<file path="src/top_k_score_table_defines.svh">
// ---------------------------------------------------------------------------
// top_k_score_table_defines: assertion macros for the score table
// ---------------------------------------------------------------------------
`ifndef TOP_K_SCORE_TABLE_DEFINES_SVH
`define TOP_K_SCORE_TABLE_DEFINES_SVH

`ifndef ASSERT_OFF

// plain property checked on every clock edge out of reset
`define TKS_ASSERT(lbl, clk, rstn, prop, msg) \
  lbl: assert property (@(posedge clk) disable iff (!rstn) (prop)) else $error(msg);

// same-cycle implication
`define TKS_ASSERT_IMP(lbl, clk, rstn, ante, cons, msg) \
  lbl: assert property (@(posedge clk) disable iff (!rstn) (ante) |-> (cons)) \
    else $error(msg);

// next-cycle implication
`define TKS_ASSERT_NEXT(lbl, clk, rstn, ante, cons, msg) \
  lbl: assert property (@(posedge clk) disable iff (!rstn) (ante) |=> (cons)) \
    else $error(msg);

`else

`define TKS_ASSERT(lbl, clk, rstn, prop, msg)
`define TKS_ASSERT_IMP(lbl, clk, rstn, ante, cons, msg)
`define TKS_ASSERT_NEXT(lbl, clk, rstn, ante, cons, msg)

`endif

`endif

</file>
<file path="src/tks_pkg.sv">
// ---------------------------------------------------------------------------
// tks_pkg: shared types and constants of the top-k score table
// Field widths, command codes, window limit and the stored entry layout.
// ---------------------------------------------------------------------------
`timescale 1ns / 1ps
`default_nettype none

package tks_pkg;

  // field widths
  localparam int unsigned KeyW   = 32;
  localparam int unsigned ScoreW = 48;
  localparam int unsigned DayW   = 16;
  localparam int unsigned SecW   = 17;
  localparam int unsigned RankW  = 5;

  // table depth default and dump length limit
  localparam int unsigned RankDepthDef = 16;
  localparam int unsigned MaxResults   = 16;

  // adds at or after this second of the day are ignored
  localparam logic [SecW-1:0] WindowEnd = 17'd79200;

  // rank size after reset
  localparam logic [RankW-1:0] RankSizeRst = 5'd10;

  // command codes
  localparam logic CmdAdd  = 1'b0;
  localparam logic CmdDump = 1'b1;

  // one stored table entry
  typedef struct packed {
    logic [KeyW-1:0]   key;
    logic [ScoreW-1:0] score;
  } entry_t;

  localparam int unsigned EntryW = KeyW + ScoreW;

endpackage

`default_nettype wire

</file>
<file path="src/tks_if.sv">
// ---------------------------------------------------------------------------
// tks_if: valid/ready channels of the top-k score table
// Input word (add or dump command) and result word.
// ---------------------------------------------------------------------------
`timescale 1ns / 1ps
`default_nettype none

interface tks_item_if import tks_pkg::*; ();
  logic              valid;
  logic              ready;
  logic              cmd;
  logic [KeyW-1:0]   entry_key;
  logic [ScoreW-1:0] score;
  logic [DayW-1:0]   day_number;
  logic [SecW-1:0]   second_of_day;

  modport source (output valid, cmd, entry_key, score, day_number, second_of_day,
                  input ready);
  modport sink   (input valid, cmd, entry_key, score, day_number, second_of_day,
                  output ready);
endinterface

interface tks_result_if import tks_pkg::*; ();
  logic              valid;
  logic              ready;
  logic              accepted;
  logic              entry_valid;
  logic [KeyW-1:0]   out_key;
  logic [ScoreW-1:0] out_score;
  logic              last;

  modport source (output valid, accepted, entry_valid, out_key, out_score, last,
                  input ready);
  modport sink   (input valid, accepted, entry_valid, out_key, out_score, last,
                  output ready);
endinterface

`default_nettype wire

</file>
<file path="src/tks_ram.sv">
// ---------------------------------------------------------------------------
// tks_ram: generic simple dual-port RAM
// One write port, one read port, registered read data held when not read.
// ---------------------------------------------------------------------------
`timescale 1ns / 1ps
`default_nettype none

module tks_ram #(
  parameter int unsigned Width = 8,
  parameter int unsigned Depth = 16
) (
  input  wire logic                     clk_i,
  input  wire logic                     we_i,
  input  wire logic [$clog2(Depth)-1:0] waddr_i,
  input  wire logic [Width-1:0]         wdata_i,
  input  wire logic                     re_i,
  input  wire logic [$clog2(Depth)-1:0] raddr_i,
  output      logic [Width-1:0]         rdata_o
);

  logic [Width-1:0] mem_q [Depth];

  // write port
  always_ff @(posedge clk_i) begin
    if (we_i) begin
      mem_q[waddr_i] <= wdata_i;
    end
  end

  // registered read port
  always_ff @(posedge clk_i) begin
    if (re_i) begin
      rdata_o <= mem_q[raddr_i];
    end
  end

endmodule

`default_nettype wire

</file>
<file path="src/top_k_score_table.sv">
// ---------------------------------------------------------------------------
// top_k_score_table: descending top-k table of (key, score) entries
// Adds merge a new entry into the ranked table, dumps stream the table.
// ---------------------------------------------------------------------------
//
//   channel    dir  handshake       word
//   item_i     in   valid/ready     cmd, entry_key, score, day_number,
//                                   second_of_day
//   result_o   out  valid/ready     accepted, entry_valid, out_key,
//                                   out_score, last
//   cfg        in   cfg_we_i        cfg_wdata_i = table size
//
// Ignored adds and empty dumps go straight to the result; a full-table add
// checks the lowest entry first, and a rejected add stops there; a taken
// add merges old entries and the new one into the other bank; a dump reads
// and loads each streamed entry. item_i is ready only in idle; a waiting
// result on result_o stalls the sequencer only when the next result is due.
// Reset clears count and day; the count bounds every read.
// ---------------------------------------------------------------------------
`timescale 1ns / 1ps
`default_nettype none

`include "top_k_score_table_defines.svh"

module top_k_score_table import tks_pkg::*; #(
  parameter int unsigned RANK_DEPTH = RankDepthDef
) (
  input  wire logic             clk_i,
  input  wire logic             rst_ni,
  input  wire logic             cfg_we_i,
  input  wire logic [RankW-1:0] cfg_wdata_i,
  tks_item_if.sink              item_i,
  tks_result_if.source          result_o
);

  localparam int unsigned IdxW    = $clog2(RANK_DEPTH);
  localparam int unsigned CntW    = $clog2(RANK_DEPTH + 1);
  localparam int unsigned CmpW    = (CntW > RankW) ? CntW : RankW;
  localparam int unsigned RamDepth = 2 * (2 ** IdxW);
  localparam int unsigned RamAw   = IdxW + 1;

  typedef enum logic [8:0] {
    ST_IDLE     = 9'b000000001,
    ST_ADD_LAST = 9'b000000010,
    ST_ADD_CHK  = 9'b000000100,
    ST_MRG_RD   = 9'b000001000,
    ST_MRG_WR   = 9'b000010000,
    ST_MRG_TAIL = 9'b000100000,
    ST_RESULT   = 9'b001000000,
    ST_DMP_RD   = 9'b010000000,
    ST_DMP_LD   = 9'b100000000
  } state_e;

  state_e            state_q, state_d;
  logic [RankW-1:0]  rank_q;
  logic [DayW-1:0]   day_q, day_d;
  logic [CntW-1:0]   count_q, count_d;
  logic              bank_q, bank_d;
  logic [CntW-1:0]   rd_idx_q, rd_idx_d;
  logic [CntW-1:0]   wr_idx_q, wr_idx_d;
  logic [CntW-1:0]   dmp_n_q, dmp_n_d;
  logic              removed_q, removed_d;
  logic              inserted_q, inserted_d;
  logic              res_acc_q, res_acc_d;
  logic [KeyW-1:0]   key_q, key_d;
  logic [ScoreW-1:0] score_q, score_d;

  // output register
  logic              out_valid_q;
  logic              out_acc_q, out_vld_q, out_last_q;
  logic [KeyW-1:0]   out_key_q;
  logic [ScoreW-1:0] out_score_q;
  logic              out_load;
  logic              ld_acc, ld_vld, ld_last;
  logic [KeyW-1:0]   ld_key;
  logic [ScoreW-1:0] ld_score;
  logic              slot_free;

  // ram port signals
  logic              ram_we, ram_re;
  logic [RamAw-1:0]  ram_waddr, ram_raddr;
  logic [EntryW-1:0] ram_rdata;
  entry_t            new_entry, rd_entry, wr_entry;

  // effective rank size and item decode
  logic [CmpW-1:0]   rank_ext, eff_ext, cnt_ext, dmp_ext;
  logic [CntW-1:0]   eff;
  logic [CntW-1:0]   cnt_new;
  logic [CntW-1:0]   last_idx;
  logic              in_acc;

  assign in_acc    = item_i.valid && item_i.ready;
  assign item_i.ready = (state_q == ST_IDLE);
  assign slot_free = !out_valid_q || result_o.ready;
  assign new_entry = '{key: key_q, score: score_q};
  assign rd_entry  = entry_t'(ram_rdata);
  assign last_idx  = count_q - CntW'(1);
  assign cnt_new   = (item_i.day_number != day_q) ? '0 : count_q;

  // clamp rank size to 1..RANK_DEPTH
  always_comb begin
    rank_ext = (rank_q == '0) ? CmpW'(1) : CmpW'(rank_q);
    eff_ext  = (rank_ext > CmpW'(RANK_DEPTH)) ? CmpW'(RANK_DEPTH) : rank_ext;
    eff      = CntW'(eff_ext);
    cnt_ext  = CmpW'(cnt_new);
    dmp_ext  = (cnt_ext > CmpW'(MaxResults)) ? CmpW'(MaxResults) : cnt_ext;
  end

  // sequencer
  always_comb begin
    state_d    = state_q;
    day_d      = day_q;
    count_d    = count_q;
    bank_d     = bank_q;
    rd_idx_d   = rd_idx_q;
    wr_idx_d   = wr_idx_q;
    dmp_n_d    = dmp_n_q;
    removed_d  = removed_q;
    inserted_d = inserted_q;
    res_acc_d  = res_acc_q;
    key_d      = key_q;
    score_d    = score_q;
    ram_re     = 1'b0;
    ram_raddr  = {bank_q, rd_idx_q[IdxW-1:0]};
    ram_we     = 1'b0;
    ram_waddr  = {~bank_q, wr_idx_q[IdxW-1:0]};
    wr_entry   = new_entry;
    out_load   = 1'b0;
    ld_acc     = res_acc_q;
    ld_vld     = 1'b0;
    ld_key     = '0;
    ld_score   = '0;
    ld_last    = 1'b1;

    case (state_q)
      ST_IDLE: begin
        if (in_acc) begin
          day_d      = item_i.day_number;
          count_d    = cnt_new;
          key_d      = item_i.entry_key;
          score_d    = item_i.score;
          rd_idx_d   = '0;
          wr_idx_d   = '0;
          removed_d  = 1'b0;
          inserted_d = 1'b0;
          dmp_n_d    = CntW'(dmp_ext);
          if (item_i.cmd == CmdAdd) begin
            if (item_i.second_of_day >= WindowEnd) begin
              res_acc_d = 1'b1;
              state_d   = ST_RESULT;
            end else begin
              state_d = ST_ADD_LAST;
            end
          end else if (dmp_ext == '0) begin
            res_acc_d = 1'b0;
            state_d   = ST_RESULT;
          end else begin
            state_d = ST_DMP_RD;
          end
        end
      end

      // fetch the lowest entry when the table is full
      ST_ADD_LAST: begin
        if ((count_q >= eff) && (count_q != '0)) begin
          ram_re    = 1'b1;
          ram_raddr = {bank_q, last_idx[IdxW-1:0]};
          state_d   = ST_ADD_CHK;
        end else begin
          state_d = ST_MRG_RD;
        end
      end

      ST_ADD_CHK: begin
        if (rd_entry.score > score_q) begin
          res_acc_d = 1'b0;
          state_d   = ST_RESULT;
        end else begin
          state_d = ST_MRG_RD;
        end
      end

      // read the next old entry, or finish once all are read or the table is full
      ST_MRG_RD: begin
        if ((rd_idx_q == count_q) || (wr_idx_q >= eff)) begin
          state_d = ST_MRG_TAIL;
        end else begin
          ram_re   = 1'b1;
          rd_idx_d = rd_idx_q + CntW'(1);
          state_d  = ST_MRG_WR;
        end
      end

      // drop the old copy of the key, place the new entry, copy the rest
      ST_MRG_WR: begin
        if (wr_idx_q >= eff) begin
          state_d = ST_MRG_RD;
        end else if (!removed_q && (rd_entry.key == key_q)) begin
          removed_d = 1'b1;
          state_d   = ST_MRG_RD;
        end else if (!inserted_q && (score_q > rd_entry.score)) begin
          ram_we     = 1'b1;
          wr_idx_d   = wr_idx_q + CntW'(1);
          inserted_d = 1'b1;
        end else begin
          ram_we   = 1'b1;
          wr_entry = rd_entry;
          wr_idx_d = wr_idx_q + CntW'(1);
          state_d  = ST_MRG_RD;
        end
      end

      // new entry goes last if it still fits, then flip banks
      ST_MRG_TAIL: begin
        if (!inserted_q && (wr_idx_q < eff)) begin
          ram_we  = 1'b1;
          count_d = wr_idx_q + CntW'(1);
        end else begin
          count_d = wr_idx_q;
        end
        bank_d    = ~bank_q;
        res_acc_d = 1'b1;
        state_d   = ST_RESULT;
      end

      ST_RESULT: begin
        if (slot_free) begin
          out_load = 1'b1;
          state_d  = ST_IDLE;
        end
      end

      ST_DMP_RD: begin
        ram_re   = 1'b1;
        rd_idx_d = rd_idx_q + CntW'(1);
        state_d  = ST_DMP_LD;
      end

      ST_DMP_LD: begin
        ld_acc   = 1'b0;
        ld_vld   = 1'b1;
        ld_key   = rd_entry.key;
        ld_score = rd_entry.score;
        ld_last  = (rd_idx_q == dmp_n_q);
        if (slot_free) begin
          out_load = 1'b1;
          state_d  = ld_last ? ST_IDLE : ST_DMP_RD;
        end
      end

      default: begin
        state_d = ST_IDLE;
      end
    endcase
  end

  // control registers
  always_ff @(posedge clk_i or negedge rst_ni) begin
    if (!rst_ni) begin
      state_q    <= ST_IDLE;
      rank_q     <= RankSizeRst;
      day_q      <= '0;
      count_q    <= '0;
      bank_q     <= 1'b0;
      rd_idx_q   <= '0;
      wr_idx_q   <= '0;
      dmp_n_q    <= '0;
      removed_q  <= 1'b0;
      inserted_q <= 1'b0;
      res_acc_q  <= 1'b0;
      out_valid_q <= 1'b0;
    end else begin
      state_q    <= state_d;
      day_q      <= day_d;
      count_q    <= count_d;
      bank_q     <= bank_d;
      rd_idx_q   <= rd_idx_d;
      wr_idx_q   <= wr_idx_d;
      dmp_n_q    <= dmp_n_d;
      removed_q  <= removed_d;
      inserted_q <= inserted_d;
      res_acc_q  <= res_acc_d;
      if (cfg_we_i) begin
        rank_q <= cfg_wdata_i;
      end
      if (out_load) begin
        out_valid_q <= 1'b1;
      end else if (result_o.ready) begin
        out_valid_q <= 1'b0;
      end
    end
  end

  // payload registers
  always_ff @(posedge clk_i) begin
    key_q   <= key_d;
    score_q <= score_d;
    if (out_load) begin
      out_acc_q   <= ld_acc;
      out_vld_q   <= ld_vld;
      out_key_q   <= ld_key;
      out_score_q <= ld_score;
      out_last_q  <= ld_last;
    end
  end

  assign result_o.valid       = out_valid_q;
  assign result_o.accepted    = out_acc_q;
  assign result_o.entry_valid = out_vld_q;
  assign result_o.out_key     = out_key_q;
  assign result_o.out_score   = out_score_q;
  assign result_o.last        = out_last_q;

  // two-bank entry store, written with the new entry or a copied old one
  tks_ram #(
    .Width (EntryW),
    .Depth (RamDepth)
  ) u_table_ram (
    .clk_i   (clk_i),
    .we_i    (ram_we),
    .waddr_i (ram_waddr),
    .wdata_i (wr_entry),
    .re_i    (ram_re),
    .raddr_i (ram_raddr),
    .rdata_o (ram_rdata)
  );

  `TKS_ASSERT(a_count_le_depth, clk_i, rst_ni,
    count_q <= CntW'(RANK_DEPTH), "entry count above table depth")
  `TKS_ASSERT_IMP(a_no_result_overwrite, clk_i, rst_ni, out_load && out_valid_q,
    result_o.ready, "result register overwritten while waiting")
  `TKS_ASSERT_IMP(a_write_below_rank, clk_i, rst_ni, ram_we,
    wr_idx_q < eff, "table write beyond rank size")
  `TKS_ASSERT_NEXT(a_trimmed_after_merge, clk_i, rst_ni, state_q == ST_MRG_TAIL,
    count_q <= $past(eff), "table not trimmed after merge")

endmodule

`default_nettype wire

</file>
<file path="src/flat_wrapper.sv">
// flat-port wrapper written by rule: the top's interface ports become plain ports
module top_k_score_table_flat import tks_pkg::*;
#(
  parameter int unsigned RANK_DEPTH = RankDepthDef
)
  (clk_i, rst_ni, cfg_we_i, cfg_wdata_i, item_i_valid, item_i_cmd, item_i_entry_key, item_i_score, item_i_day_number, item_i_second_of_day, item_i_ready, result_o_valid, result_o_accepted, result_o_entry_valid, result_o_out_key, result_o_out_score, result_o_last, result_o_ready);
  tks_item_if item_i_i ();
  tks_result_if result_o_i ();
  input  wire logic clk_i;
  input  wire logic rst_ni;
  input  wire logic cfg_we_i;
  input  wire logic [RankW-1:0] cfg_wdata_i;
  input wire logic [$bits(item_i_i.valid)-1:0] item_i_valid;
  input wire logic [$bits(item_i_i.cmd)-1:0] item_i_cmd;
  input wire logic [$bits(item_i_i.entry_key)-1:0] item_i_entry_key;
  input wire logic [$bits(item_i_i.score)-1:0] item_i_score;
  input wire logic [$bits(item_i_i.day_number)-1:0] item_i_day_number;
  input wire logic [$bits(item_i_i.second_of_day)-1:0] item_i_second_of_day;
  output wire logic [$bits(item_i_i.ready)-1:0] item_i_ready;
  output wire logic [$bits(result_o_i.valid)-1:0] result_o_valid;
  output wire logic [$bits(result_o_i.accepted)-1:0] result_o_accepted;
  output wire logic [$bits(result_o_i.entry_valid)-1:0] result_o_entry_valid;
  output wire logic [$bits(result_o_i.out_key)-1:0] result_o_out_key;
  output wire logic [$bits(result_o_i.out_score)-1:0] result_o_out_score;
  output wire logic [$bits(result_o_i.last)-1:0] result_o_last;
  input wire logic [$bits(result_o_i.ready)-1:0] result_o_ready;
  assign item_i_i.valid = item_i_valid;
  assign item_i_i.cmd = item_i_cmd;
  assign item_i_i.entry_key = item_i_entry_key;
  assign item_i_i.score = item_i_score;
  assign item_i_i.day_number = item_i_day_number;
  assign item_i_i.second_of_day = item_i_second_of_day;
  assign item_i_ready = item_i_i.ready;
  assign result_o_valid = result_o_i.valid;
  assign result_o_accepted = result_o_i.accepted;
  assign result_o_entry_valid = result_o_i.entry_valid;
  assign result_o_out_key = result_o_i.out_key;
  assign result_o_out_score = result_o_i.out_score;
  assign result_o_last = result_o_i.last;
  assign result_o_i.ready = result_o_ready;
  top_k_score_table #(.RANK_DEPTH(RANK_DEPTH)) u_core (.clk_i(clk_i), .rst_ni(rst_ni), .cfg_we_i(cfg_we_i), .cfg_wdata_i(cfg_wdata_i), .item_i(item_i_i), .result_o(result_o_i));
endmodule
</file>
<file path="config.mk">
export PLATFORM = sky130hd
export DESIGN_NAME = top_k_score_table_flat
export DESIGN_NICKNAME = d
export VERILOG_FILES = /design/src/tks_pkg.sv /design/src/tks_if.sv /design/src/tks_ram.sv /design/src/top_k_score_table.sv /design/src/flat_wrapper.sv
export VERILOG_INCLUDE_DIRS = /design/src /design/src/src
export SDC_FILE = /design/constraint.sdc
export NUM_CORES = 2
export LEC_CHECK = 0
export BUFFER_PORTS_ARGS = -buffer_cell sky130_fd_sc_hd__buf_2
export CAP_MARGIN = 20
export CORE_ASPECT_RATIO = 0.5
export CORE_MARGIN = 2
export CORE_UTILIZATION = 30
export CTS_CLUSTER_SIZE = 16
export DETAILED_ROUTE_END_ITERATION = 10
export PLACE_DENSITY = 0.43
export SLEW_MARGIN = 25
export SYNTH_ARGS = -nofsm -noshare
export SYNTH_HDL_FRONTEND = slang
export SYNTH_SLANG_ARGS = --single-unit
export TNS_END_PERCENT = 30
</file>
<file path="constraint.sdc">
create_clock -name clk_i -period 11.5 [get_ports clk_i]
set_input_delay 0 -clock clk_i [delete_from_list [all_inputs] [get_ports clk_i]]
set_output_delay 0 -clock clk_i [all_outputs]
set_load 0.01 [all_outputs]
</file>
After elaboration in Yosys (flattened, before gate mapping)
Memory sizes are Yosys's and may differ from the RTL's. A register that Yosys moved wholly into a read port is not among the register bits.
Index checks and enable logic that the tools add are counted.
{ "totals": {"reg_bits": 218, "mem_bits_rw": 2560, "input_bits": 124, "output_inout_bits": 85, "word_cells": 145, "n_memories": 1} }
{ "op_classes": {"addsub": 3, "n_lt_le_gt_ge": 8, "eq_ne": 25, "muxes": 61, "bitwise": 1, "n_reduce_logical": 27} }
{ "memory_table": {"columns": ["name", "depth", "word_bits", "rd", "rd_ports_with_merged_regs", "write_ports", "line_no", "text"], "rows": [
  ["u_core.u_table_ram.mem_q", 32, 80, 1, 1, 1, "tks_ram.sv:21", "logic [Width-1:0] mem_q [Depth];"]
]} }
{ "ops": {"columns": ["cell", "n"], "rows": [
  ["2-to-1 mux 80 bit", 4],
  ["> comparator 48 bit", 2],
  ["case mux 9 bit (9 select lines)", 1],
  ["2-to-1 mux 9 bit", 7],
  ["2-to-1 mux 5 bit", 10],
  ["equality test 32 bit", 1],
  ["2-to-1 mux 1 bit", 23],
  ["case mux 5 bit (2 select lines)", 2],
  [">= comparator 17 bit, second input constant", 1],
  ["2-to-1 mux 8 bit", 2],
  ["!= test 16 bit", 1],
  ["case mux 5 bit (3 select lines)", 1],
  ["2-to-1 mux 7 bit", 2],
  ["2-to-1 mux 4 bit", 3],
  ["AND reduction 4 bit", 3],
  ["adder 5 x 1 -> 5 bit, second input constant", 2],
  ["equality test 5 bit", 2],
  [">= comparator 5 bit", 2],
  ["> comparator 5 bit, second input constant", 2],
  ["logical NOT 5 bit", 2],
  ["!= test 2 x 1 -> 1 bit, second input constant", 5],
  ["AND reduction 5 bit", 2],
  ["equality test 9 x 1 -> 1 bit, second input constant", 1],
  ["equality test 9 x 2 -> 1 bit, second input constant", 1],
  ["25 further kinds", 43]
]} }

Longest topological paths before layout
{ "depth": {"word_depth": 10, "mapped_depth": 19, "ltp_nobuf": 13} }

Hierarchy
A second synthesis with hierarchy kept.
{ "hier_totals": {"hier_cells": 5596, "area_unflattened_um2": 111231.7} }
{ "by_module_without_submodules": {"columns": ["mod", "n_inst", "cells_per_inst", "area_per_inst_um2", "seq_area_each_um2"], "rows": [
  ["tks_ram", 1, 4683, 99704.4, 79276.0],
  ["top_k_score_table", 1, 913, 11527.3, 6274.8]
]} }

Worst setup path before layout
Ideal clock, no wire load.
{ "synth_timing": {"path_kind": "register to register", "start": "register u_core.rank_q[1]", "end": "memory u_core.u_table_ram.mem_q[12][0] (netlist bit), enable pin", "setup_time_ns": 0.519, "arrival_ns": 6.220, "t_required_ns": 10.981, "slack_ns": 4.761, "path_stages_with_launch": 14, "n_path_buf": 2, "period_less_slack_ns": 6.739, "cell_sequence": "dfstp_2 > nand2_1 > ha_1 > nor2b_1 > o21a_1 > o21a_1 > o31ai_1 > nand2_1 > or4_1 > buf_2 > buf_4 > o21ai_1 > nand2_1 > nor2_1"} }
{ "synth_between": {"elab_chain_len": 10, "elab_cells_between_ends": 12, "classes_between": "order compare: 3; mux: 7; reduce/logical: 2"} }
{ "synth_rtl": {"columns": ["element", "line_no", "text"], "rows": [
  ["from (decl)", "top_k_score_table.sv:55", "logic [RankW-1:0] rank_q;"],
  ["from (signal assigned)", "top_k_score_table.sv:261", "rank_q <= RankSizeRst;"],
  ["from (signal assigned)", "top_k_score_table.sv:284", "rank_q <= cfg_wdata_i;"],
  ["logical NOT 5 bit", "top_k_score_table.sv:102", "rank_ext = (rank_q == '0) ? CmpW'(1) : CmpW'(rank_q);"],
  ["2-to-1 mux 5 bit *", "top_k_score_table.sv:102", null],
  ["> comparator 5 bit", "top_k_score_table.sv:103", "eff_ext = (rank_ext > CmpW'(RANK_DEPTH)) ? CmpW'(RANK_DEPTH) : rank_ext;"],
  ["2-to-1 mux 5 bit *", "top_k_score_table.sv:103", null],
  ["< comparator 5 bit", "top_k_score_table.sv:215", "if (!inserted_q && (wr_idx_q < eff)) begin"],
  ["logical AND 1 bit", "top_k_score_table.sv:215", null],
  ["2-to-1 mux 1 bit", "top_k_score_table.sv:215", null],
  ["case mux 1 bit (2 select lines) *", "top_k_score_table.sv:135", "case (state_q)"],
  ["2-to-1 mux 1 bit *", "tks_ram.sv:25", "if (we_i) begin"],
  ["2-to-1 mux 1 bit (implied by the code) *", "tks_ram.sv:26", "mem_q[waddr_i] <= wdata_i;"],
  ["to (decl)", "tks_ram.sv:21", null]
]} }
Mark *: on every way between the ends. The rest lies on a longest branch, timed or not.

Final worst setup path
{ "layout_timing": {"start": "register u_core.rank_q[4]", "end": "memory u_core.u_table_ram.mem_q[5][7] (netlist bit), enable pin"} }
Same word-level chain as after synthesis.

==> results.cfg <==
[synthesis]
ys_types = 87
seq_area_frac_synth_pct = 74.20
yosysMostFrequentCell = edfxtp_1
async_flop_share_pct = 1.924
synthCells = 8006
synth_edf_count = 2803
yosysWarnings = 0
synth_nets = 8195
ys.flop_type = edfxtp_1
ys_ff_latch = 2858
syn_avg_cell_area_sq_um = 14.40
netlist_top_cells_count = edfxtp_1 (2803), nand2_1 (1453), clkbuf_1 (346), a21oi_1 (345), nand3_1 (300)
synth_area_leaders = edfxtp_1 (73%), nand2_1 (4.7%), mux2i_1 (2.5%)
synth_area_leader_cell = edfxtp_1
synth_top_area_share_pct = 73.00
synth_area_sq_um = 115300

[cells_and_area]
nets = 8599
area_growth_pct = 17.19
n_fill_cell = 36570
drive_gt1_share_pct = 11.96
final_area_sq_um = 135100

[place]
port-buffer-count = 203
place.gp.congestion = 0.7777
dp_hpwl_mm = 226.3
place_area_sq_um = 124100

[route]
drc_errors = 0
vias = 74390
drt_first_pass_iters = 6
routedWlPerCell_um = 31.47
viasPerCell = 5.418
ant_nets = 0
routed_wl_mm = 432.1
drt-initial-drc-count = 8766

[worst_setup_path]
cpMostUsedCell = nand2_1
slowest_delay_ps = 930
arrival_ps = 7310
worst-path-max-fanout = 36
cpLargestDelayFamily = simple AND/OR/NAND/NOR gates
cp_cell_sequence = inv_1, nand2_1, ha_1, nor2b_1, o21a_1, o21a_1, o31ai_1, nand2_1, or4_4, o21ai_1, nand2_1, nor2_4, buf_4, buf_4
r2r-start = u_core.rank_q[4]
worstPathRequired_ps = 12010
start_kind = flip-flop
path_class = reg2reg
reg2reg_depth = 14
rr_endpoint = u_core.u_table_ram.mem_q[5][7]
path_buf_inv = 3
cp-end-kind = flip-flop
slowest_stage = nor2_4
r2r_slack_ps = 4710

[hold_path]
hp-start = item_i_cmd
holdCritPathClass = in2reg
min_to = u_core.res_acc_q
hold_depth = 5

[cts]
clk_latency_ps = 910
ctsResizeCount = 0
cts_tree = built
cts.sink_count = 2858
cts_setup_buffers = 0
cts_buffers = 293
clockRootBuffer = clkbuf_16
clk_pin_slew_ps = 60
h-tree-depth = 5
clock_path_buffers = 4
postCtsHoldBufs = 223

[pwr]
p_leak_uw = 0.04429
peakVddDrop_mv = 0.1062
p_per_area_nw_per_um2 = 173.0

[global_route]
grt_pass1_wl_mm = 592.3
grt_util_all_layers_pct = 21.43
grt_max_degree = 166
grt_overflow_total = 0
antenna_found_initial = 16
grt_pass1_vias = 71270

[timing]
tightest_slew_ps = 1104
relSlewSlack_pct = 26.39
rsz0062_at_grt = no
finalClockSkew_ps = 44.18
period_needed_ps = 6793
post-route-period-util_pct = 59.07
fmax_ghz = 0.1472
slew_viol_final = 0
hold_viol = 0
setup-tns-final_ps = 0
setup_violations = 0

[floorplanning]
fp.dieW_um = 880.7
ioPinCount = 209
fp.dieArea_sq_um = 389600
initial_core_util_pct = 30.23
fp-row-count = 160
die_h_um = 442.4
core_sq_um = 381400

[outcome]
status = complete, no violations

[run]
max_cap_violations = 0
## area by class of cell
cell class	instances	area, sq um	share of cell area (%)
Antenna cell	8	20.02	0.01482
Clock buffer	384	7844	5.805
Clock inverter	119	855.8	0.6334
Inverter	65	251.5	0.1861
Multi-Input combinational cell	4507	28450	21.06
Sequential cell	2858	85550	63.32
Tap cell	5103	6385	4.726
Timing Repair Buffer	685	5751	4.256
## cells in the final DEF (no fill, tap or decap), types with 21 or more instances in the layout
cell type and count:
xnor2_1 26, a22oi_1 27, o221ai_1 74, clkbuf_1 83
nand2_1 1447, edfxtp_1 2803, dfrtp_1 51, buf_4 206
nand3_1 277, o311ai_1 39, o311ai_4 33, nand3_2 21
dlygate4sd3_1 222, o211ai_1 171, and3_1 299, a21o_1 21
buf_12 37, nand4_1 65, xor2_1 43, a21oi_1 338
o21ai_0 55, ha_1 65, o22ai_1 64, nor3_1 65
and2_1 82, a311oi_1 32, a31oi_1 249, clkbuf_16 301
a211oi_1 273, clkinv_2 29, buf_2 202, a2111oi_0 43
mux2i_1 285, clkinv_1 63, inv_1 63, nor2_4 38
o2111ai_1 68, nor2_1 38, mux2_2 35
## flip-flops by register name, summed over array words and instances (netlist names), 9 cells and up
register                    count
u_core.u_table_ram.mem_q     2560
u_core.key_q                   32
u_core.score_q                 48
u_core.result_o.out_score      48
u_core.state_q                  9
u_core.u_table_ram.rdata_o     80
u_core.day_q                   16
u_core.result_o.out_key        32
## routing by layer
metal,part of all wire (%),global-route usage (%)
met1,45,31.17
met2,46,34.02
met3,6.6,2.852
met4,2.6,5.186
met5,0.0030,0
## through the flow
step | std cells | setup slack [ps] | total power, uW | hold slack (ps) | util (%)
3_5_place_dp | 12990 | 4800 | 14380 | 141.0 | 32.53
3_3_place_gp | 12980 | 4878 | 14330 | 152.8 | 32.48
4_1_cts | 13720 | 4728 | 23550 | 52.94 | 35.40
6_report | 13730 | 4707 | 23370 | 105.9 | 35.43
2_1_floorplan | 8006 | 4761 | 13390 | -295.6 | -
5_1_grt | 13720 | 4478 | 24050 | 152.4 | 35.42
## worst reg2reg max path: stages, from the launching register on
cell and delay (ps):
dfrtp_1 380, inv_1 200, nand2_1 200, ha_1 330
nor2b_1 130, o21a_1 160, o21a_1 190, o31ai_1 390
nand2_1 190, or4_4 870, o21ai_1 330, nand2_1 580
nor2_4 930, buf_4 760, buf_4 710
## cells by family (layout without fill, tap and decap cells)
kind of cell    Yosys count  in the layout  share of synthesized area [%]
fa+ha+maj                65             65                         0.7054
other cells               0              8                              0
xor+xnor                 69             69                         0.5242
simple gates           2411           2411                          9.436
compound gates         1641           1641                          9.961
mux                     321            321                          2.826
flops                  2858           2858                          74.20
buf+inv                 641           1253                          2.346
## where the power goes
group / switching (uW) / internal (uW) / total [uW]
sequential: 137 / 12200 / 12400
combinational: 1400 / 481 / 1880
clock: 4120 / 5020 / 9140
total: 5650 / 17700 / 23400
## worst max-delay path by stage
| stage | start | end | slack, ps | cells past startpoint |
|---|---|---|---|---|
| global placement | u_core.rank_q[4] | u_core.u_table_ram.mem_q[5][7] | 4880 | 14 |
| detailed placement | u_core.rank_q[4] | u_core.u_table_ram.mem_q[5][7] | 4800 | 14 |
| CTS | u_core.rank_q[4] | u_core.u_table_ram.mem_q[5][47] | 4730 | 14 |
| global route | u_core.rank_q[4] | u_core.u_table_ram.mem_q[5][47] | 4480 | 14 |
| finish | u_core.rank_q[4] | u_core.u_table_ram.mem_q[5][7] | 4710 | 14 |
| floorplan | u_core.rank_q[1] | u_core.u_table_ram.mem_q[12][0] | 4760 | 13 |
(Power assumes the default switching activity.)
